File: config.mk
export PLATFORM = sky130hd
export DESIGN_NAME = sorted_priority_queue_core
export DESIGN_NICKNAME = d
export VERILOG_FILES = /design/src/design/spq_pkg.sv /design/src/design/spq_cell.sv /design/src/design/sorted_priority_queue_core.sv
export SDC_FILE = /design/constraint.sdc
export NUM_CORES = 2
export LEC_CHECK = 0
export CAP_MARGIN = 25
export CORE_MARGIN = 3
export CORE_UTILIZATION = 40
export CTS_BUF_LIST = sky130_fd_sc_hd__clkbuf_16
export DETAILED_ROUTE_END_ITERATION = 8
export DONT_BUFFER_PORTS = 1
export GPL_TIMING_DRIVEN = 1
export PLACE_DENSITY = 0.54
export SYNTH_ARGS = -nofsm -noshare
export SYNTH_HDL_FRONTEND = slang
export SYNTH_SLANG_ARGS = --single-unit
File: constraint.sdc
create_clock -name clock -period 9.35 [get_ports clock]
set_clock_uncertainty 0.1 [all_clocks]
set_input_delay 0.4675 -clock clock [delete_from_list [all_inputs] [get_ports clock]]
set_output_delay 0.4675 -clock clock [all_outputs]
set_load 0.005 [all_outputs]
File: src/design/spq_pkg.sv
// Shared types and codes for the sorted priority queue core.
// Used by spq_cell, sorted_priority_queue_core and the testbench; no other dependencies.
package spq_pkg;

   localparam int SPQ_DEPTH = 16;
   localparam int PRIO_W    = 16;
   localparam int ID_W      = 5;
   localparam int TAG_W     = 32;
   localparam int KIND_W    = 2;
   localparam int STATUS_W  = 2;

   // Request kinds
   localparam logic [KIND_W-1:0] KIND_INSERT      = 2'd0;
   localparam logic [KIND_W-1:0] KIND_REMOVE_HEAD = 2'd1;
   localparam logic [KIND_W-1:0] KIND_REMOVE_ID   = 2'd2;

   // Response status codes
   localparam logic [STATUS_W-1:0] STATUS_OK   = 2'd0;
   localparam logic [STATUS_W-1:0] STATUS_MISS = 2'd1;
   localparam logic [STATUS_W-1:0] STATUS_FULL = 2'd2;

   // One stored entry
   typedef struct packed {
      logic signed [PRIO_W-1:0] prio;
      logic [ID_W-1:0]          id;
      logic [TAG_W-1:0]         payload;
   } spq_entry_type;

   // Command broadcast to every cell
   typedef struct packed {
      logic            go;        // commit the update this cycle
      logic            ins;       // insert decode
      logic            rem_head;  // remove-highest decode
      logic            rem_id;    // remove-by-id decode
      logic [ID_W-1:0] want;      // id searched by remove-by-id
      spq_entry_type   entry;     // entry to insert, id already assigned
   } spq_cmd_type;

endpackage

File: src/design/spq_cell.sv
// One slot of the sorted queue: holds an entry and shifts with its neighbors.
// Depends on spq_pkg.
module spq_cell (
   input  logic                  clock,
   input  logic                  reset,
   input  spq_pkg::spq_cmd_type  cmd,
   input  logic                  lft_valid,
   input  spq_pkg::spq_entry_type lft_entry,
   input  logic                  lft_mark,
   input  logic                  rgt_valid,
   input  spq_pkg::spq_entry_type rgt_entry,
   output logic                  valid,
   output spq_pkg::spq_entry_type entry,
   output logic                  mark,
   output logic                  hit
);
   import spq_pkg::*;

   logic          valid_ff, valid_in;
   spq_entry_type entry_ff, entry_in;
   logic          sel_here;

   // Does the operation start at or before this slot
   always_comb begin
      priority if (cmd.ins) begin
         sel_here = !valid_ff || (entry_ff.prio < cmd.entry.prio);
      end else if (cmd.rem_head) begin
         sel_here = 1'b1;
      end else if (cmd.rem_id) begin
         sel_here = valid_ff && (entry_ff.id == cmd.want);
      end else begin
         sel_here = 1'b0;
      end
   end

   assign mark = lft_mark | sel_here;
   assign hit  = sel_here & ~lft_mark;

   // Insert shifts toward the tail; removal pulls from the right
   always_comb begin
      valid_in = valid_ff;
      entry_in = entry_ff;
      if (cmd.go) begin
         if (cmd.ins) begin
            if (lft_mark) begin
               valid_in = lft_valid;
               entry_in = lft_entry;
            end else if (sel_here) begin
               valid_in = 1'b1;
               entry_in = cmd.entry;
            end
         end else if (mark) begin
            valid_in = rgt_valid;
            entry_in = rgt_entry;
         end
      end
   end

   always_ff @(posedge clock) begin
      if (reset) begin
         valid_ff <= 1'b0;
      end else begin
         valid_ff <= valid_in;
      end
      entry_ff <= entry_in;
   end

   assign valid = valid_ff;
   assign entry = entry_ff;

endmodule

File: src/design/sorted_priority_queue_core.sv
// Top level of the sorted priority queue: a row of spq_cell slots plus response register.
// Depends on spq_pkg and spq_cell.
//
// The queue keeps up to DEPTH entries in descending priority order, equal
// priorities first in first out, in a row of slots that shift as a unit.
// It takes one request per clock and delivers its response in the
// following cycle from an output register; a request waits only while a
// response is held by rsp_stall. The cycle time is set by the ripple of
// the insert or remove position along the row of slots. An insert gets
// id count+1 (five bits, wrapping); remove-by-id deletes the first match
// from the head.
module sorted_priority_queue_core #(
   parameter int DEPTH = spq_pkg::SPQ_DEPTH
) (
   input  logic                                clock,
   input  logic                                reset,
   input  logic                                req_valid,
   output logic                                req_stall,
   input  logic [spq_pkg::KIND_W-1:0]          req_kind,
   input  logic signed [spq_pkg::PRIO_W-1:0]   req_priority_req,
   input  logic [spq_pkg::ID_W-1:0]            req_target_id,
   input  logic [spq_pkg::TAG_W-1:0]           req_payload,
   output logic                                rsp_valid,
   input  logic                                rsp_stall,
   output logic [spq_pkg::STATUS_W-1:0]        rsp_status,
   output logic [spq_pkg::ID_W-1:0]            rsp_entry_id,
   output logic signed [spq_pkg::PRIO_W-1:0]   rsp_entry_priority,
   output logic [spq_pkg::TAG_W-1:0]           rsp_entry_payload
);
   import spq_pkg::*;

   localparam int CNT_W = $clog2(DEPTH + 1);

   logic [CNT_W-1:0] count_ff, count_in;
   logic             full, empty, accept, found;
   logic [ID_W-1:0]  new_id;
   spq_cmd_type      cmd;

   logic          cell_valid [DEPTH];
   spq_entry_type cell_entry [DEPTH];
   logic          cell_hit   [DEPTH];
   logic          lft_valid  [DEPTH];
   spq_entry_type lft_entry  [DEPTH];
   logic          rgt_valid  [DEPTH];
   spq_entry_type rgt_entry  [DEPTH];
   logic          mark_chain [DEPTH+1];
   spq_entry_type taken;

   logic                rsp_valid_ff;
   logic [STATUS_W-1:0] status_ff, status_in;
   spq_entry_type       out_ff, out_in;

   // Handshake: take a request unless a response is held
   assign req_stall = rsp_valid_ff & rsp_stall;
   assign accept    = req_valid & ~req_stall;

   assign full   = (count_ff == CNT_W'(DEPTH));
   assign empty  = (count_ff == '0);
   assign new_id = ID_W'(count_ff) + ID_W'(1);

   // Decode and broadcast the command
   always_comb begin
      cmd.ins           = (req_kind == KIND_INSERT);
      cmd.rem_head      = (req_kind == KIND_REMOVE_HEAD);
      cmd.rem_id        = (req_kind == KIND_REMOVE_ID);
      cmd.want          = req_target_id;
      cmd.entry.prio    = req_priority_req;
      cmd.entry.id      = new_id;
      cmd.entry.payload = req_payload;
      cmd.go            = accept && ((cmd.ins && !full) || (cmd.rem_head && !empty) ||
                                     cmd.rem_id);
   end

   assign mark_chain[0] = 1'b0;

   // Row of slots
   for (genvar g = 0; g < DEPTH; g++) begin : g_cell
      if (g == 0) begin : g_head
         assign lft_valid[g] = 1'b0;
         assign lft_entry[g] = cmd.entry;
      end else begin : g_body
         assign lft_valid[g] = cell_valid[g-1];
         assign lft_entry[g] = cell_entry[g-1];
      end
      if (g == DEPTH - 1) begin : g_tail
         assign rgt_valid[g] = 1'b0;
         assign rgt_entry[g] = cell_entry[g];
      end else begin : g_mid
         assign rgt_valid[g] = cell_valid[g+1];
         assign rgt_entry[g] = cell_entry[g+1];
      end

      spq_cell u_cell (
         .clock     (clock),
         .reset     (reset),
         .cmd       (cmd),
         .lft_valid (lft_valid[g]),
         .lft_entry (lft_entry[g]),
         .lft_mark  (mark_chain[g]),
         .rgt_valid (rgt_valid[g]),
         .rgt_entry (rgt_entry[g]),
         .valid     (cell_valid[g]),
         .entry     (cell_entry[g]),
         .mark      (mark_chain[g+1]),
         .hit       (cell_hit[g])
      );
   end

   // Pick out the removed entry (at most one slot hits)
   always_comb begin
      taken = '0;
      found = 1'b0;
      for (int i = 0; i < DEPTH; i++) begin
         if (cell_hit[i]) begin
            taken = taken | cell_entry[i];
            found = 1'b1;
         end
      end
   end

   // Fill count and response contents
   always_comb begin
      count_in  = count_ff;
      status_in = STATUS_MISS;
      out_in    = '0;
      if (cmd.ins) begin
         if (full) begin
            status_in = STATUS_FULL;
         end else begin
            status_in = STATUS_OK;
            out_in.id = new_id;
            count_in  = count_ff + CNT_W'(1);
         end
      end else if ((cmd.rem_head && !empty) || (cmd.rem_id && found)) begin
         status_in = STATUS_OK;
         out_in    = taken;
         count_in  = count_ff - CNT_W'(1);
      end
   end

   always_ff @(posedge clock) begin
      if (reset) begin
         count_ff     <= '0;
         rsp_valid_ff <= 1'b0;
      end else begin
         if (accept) begin
            count_ff     <= count_in;
            rsp_valid_ff <= 1'b1;
         end else if (!rsp_stall) begin
            rsp_valid_ff <= 1'b0;
         end
      end
      if (accept) begin
         status_ff <= status_in;
         out_ff    <= out_in;
      end
   end

   assign rsp_valid          = rsp_valid_ff;
   assign rsp_status         = status_ff;
   assign rsp_entry_id       = out_ff.id;
   assign rsp_entry_priority = out_ff.prio;
   assign rsp_entry_payload  = out_ff.payload;

endmodule

==> impl_metrics.env <==
export IMPL_status="finished, final reports clean"
export IMPL_numCtsBuffers=109
export IMPL_hold_violations=0
export IMPL_worstPathCellList="ha_1, nand4_1, o21ai_0, o311ai_0, o211ai_1, o21a_2, o2111ai_4, buf_4, nor3_2, and2_1, nor2_4, buf_4"
export IMPL_min_path_type="input port to flip-flop"
export IMPL_firstDrtPassIters=8
export IMPL_setup_tns_ns=0
export IMPL_core_area_um2=140000
export IMPL_fmax_ghz=0.155
export IMPL_dr_total_vias=48900
export IMPL_yosysWarnings=0
export IMPL_grt_pass1_wl_um=327000
export IMPL_synth_fp_nets=6282
export IMPL_via_per_inst=6.32
export IMPL_cp_slowest_cell="o311ai_0"
export IMPL_cp_required_ns=9.63
export IMPL_p_leak_uw=0.0246
export IMPL_hpwl_um=143000
export IMPL_finalPower_uw=11300
export IMPL_grt_max_degree=238
export IMPL_finalMaxSlewViolations=0
export IMPL_ctsRootBufferMaster="clkbuf_16"
export IMPL_post_cts_buffers=0
export IMPL_min_period_ns=6.46
export IMPL_grt_usage_pct=29.8
export IMPL_drtIter0Drc=6977
export IMPL_drc=0
export IMPL_grt_pass1_vias=46200
export IMPL_die_h_um=383
export IMPL_seq_area_um2=27600
export IMPL_areaGrowthSynthToFinish_pct=10.6
export IMPL_final_common_cell="nand2_1"
export IMPL_ys_seq_area_share_pct=48.4
export IMPL_critical_path_top_delay_family="compound AO/OA/AOI/OAI gates"
export IMPL_finalWirelength_um=226000
export IMPL_drive_gt1_share_pct=6.62
export IMPL_max_vdd_ir_drop_uv=179
export IMPL_cap_violations=0
export IMPL_h_tree_depth=3
export IMPL_ant_nets=0
export IMPL_clockBufferDepth=3
export IMPL_crit_buf_inv=2
export IMPL_syn_area_um2=57000
export IMPL_synth_edf_count=903
export IMPL_crit_fanout=32
export IMPL_path_clk_slew_ns=0.06
export IMPL_clk_latency_ns=0.77
export IMPL_drt_wirelength_per_cell_um=29.2
export IMPL_path_common_cell="buf_4"
export IMPL_place_congestion=0.945
export IMPL_end_kind="flip-flop"
export IMPL_fill_cells=13300
export IMPL_grt_ovfl_total=0
export IMPL_clock_sinks=925
export IMPL_final_cell_mix="nand2_1 (1253), edfxtp_1 (903), o21ai_0 (619), nor2_1 (485), mux2i_1 (358)"
export IMPL_grt_antenna_before_repair=8
export IMPL_setup_violations_final=0
export IMPL_die_width_um=383
export IMPL_async_flop_share_pct=0
export IMPL_worstMarginPinSlew_ns=1.20
export IMPL_yosysUniqueCellTypes=79
export IMPL_synth_cells=5980
export IMPL_multi_input_area_um2=27500
export IMPL_synthFlopType="edfxtp_1"
export IMPL_synth_area_leaders="edfxtp_1 (48%), nand2_1 (8.3%), mux2i_1 (6.3%)"
export IMPL_power_density_nw_per_um2=179
export IMPL_slowest_delay_ns=1.02
export IMPL_tritoncts="yes"
export IMPL_core_rowCount=137
export IMPL_max_slew_margin_rel_pct=18.9
export IMPL_rsz0062_at_grt="false"
export IMPL_cp_arrival_ns=6.74
export IMPL_fin_nets=6070
export IMPL_ys_ff_latch=925
export IMPL_syn_area_per_cell_um2=9.52
export IMPL_io_pins=116
export IMPL_finalCritPeriodShare_pct=69.1
export IMPL_port_buffers=0
export IMPL_start_kind="flip-flop"
export IMPL_synth_top_cell_area_share_pct=47.6
export IMPL_worstSetupPathType="flip-flop to flip-flop"
export IMPL_yosysTopAreaCell="edfxtp_1"
export IMPL_dieArea_um2=147000
export IMPL_initial_core_util_pct=40.6
## cell type report
cell class / instances / area share, %
flip-flops and latches: 925 / 43.8
multi-input cells: 4490 / 43.6
clock buffers: 109 / 4.33
well taps: 1876 / 3.73
repair buffers: 193 / 2.90
clock inverters: 93 / 1.35
inverters: 49 / 0.296
diodes: 4 / 0.0159
## sequential cells by signal, summed over array words and instances, names as in the netlist
signal               cells
count_ff                 5
g_cell.u_cell.entry    848
g_cell.u_cell.valid     16
rsp_entry_id             5
rsp_entry_payload       32
rsp_entry_priority      16
rsp_status               2
rsp_valid                1
## metrics by stage
stage	hold WS, ns	instances	utilization (%)	setup WS, ns	cell area [um^2]
after floorplan	0.376	5980	-	2.61	57000
after global placement	0.386	7469	41.8	2.90	58700
after detailed placement	0.408	7473	41.8	2.79	58700
after CTS	0.00107	7731	44.8	3.18	62900
after global routing	0.0135	7737	44.8	2.86	63000
final	0.0297	7739	44.9	2.89	63000
## power by group
part / switching [uW] / internal (uW) / total, uW / leakage, uW
Sequential: 310 / 4950 / 5260 / 0.00863
Combinational: 1100 / 513 / 1610 / 0.0142
Clock: 1920 / 2480 / 4400 / 0.00181
## synth_stat cells (all sizes together) (40+ instances only)
| cell type | number |
|---|---|
| a22oi | 121 |
| a31oi | 261 |
| clkbuf | 380 |
| and4 | 40 |
| inv | 48 |
| nand2 | 1256 |
| a221oi | 101 |
| mux2i | 358 |
| a21oi | 279 |
| xor2 | 53 |
| nand3 | 49 |
| ha | 243 |
| o21ai | 637 |
| edfxtp | 903 |
| buf | 136 |
| and3 | 58 |
| nor2 | 499 |
## layer usage
layer	part of all wire [%]	wire (um)	vias to the layer above	track usage, %
li1	-	-	21900	-
met1	41	93600	23900	41.3
met2	45	101000	2657	46.1
met3	9.3	21000	481	5.18
met4	4.5	10200	2	12.6
met5	0.0040	9	-	0
## worst paths after layout
check / from / to / slack, ns / depth (start not counted)
setup / recovery: g_cell[1].u_cell.entry[50]$_DFFE_PP_ / g_cell[11].u_cell.entry[48]$_DFFE_PP_ / 2.89 / 12
hold / removal: req_priority_req[8] / g_cell[12].u_cell.entry[45]$_DFFE_PP_ / 0.03 / 2
setup reg to reg: g_cell[1].u_cell.entry[50]$_DFFE_PP_ / g_cell[11].u_cell.entry[48]$_DFFE_PP_ / 2.89 / 12
hold reg to reg: g_cell[1].u_cell.valid$_SDFFE_PP0P_ / g_cell[1].u_cell.valid$_SDFFE_PP0P_ / 0.42 / 2
## cell families after synthesis
group / Yosys count / share of synthesized area, %
fa+ha+maj: 243 / 5.34
buf+inv: 565 / 3.97
xor+xnor: 79 / 1.21
flops: 925 / 48.4
mux: 394 / 7.00
simple gates: 2051 / 15.0
compound gates: 1723 / 19.1
## repair_timing
action	4_1_cts	5_1_grt
resized for setup	0	0
hold endpoints to repair	617	1
setup endpoints to repair	0	0
hold buffers	56	1
Note: power is estimated with default switching activity, not from simulation.
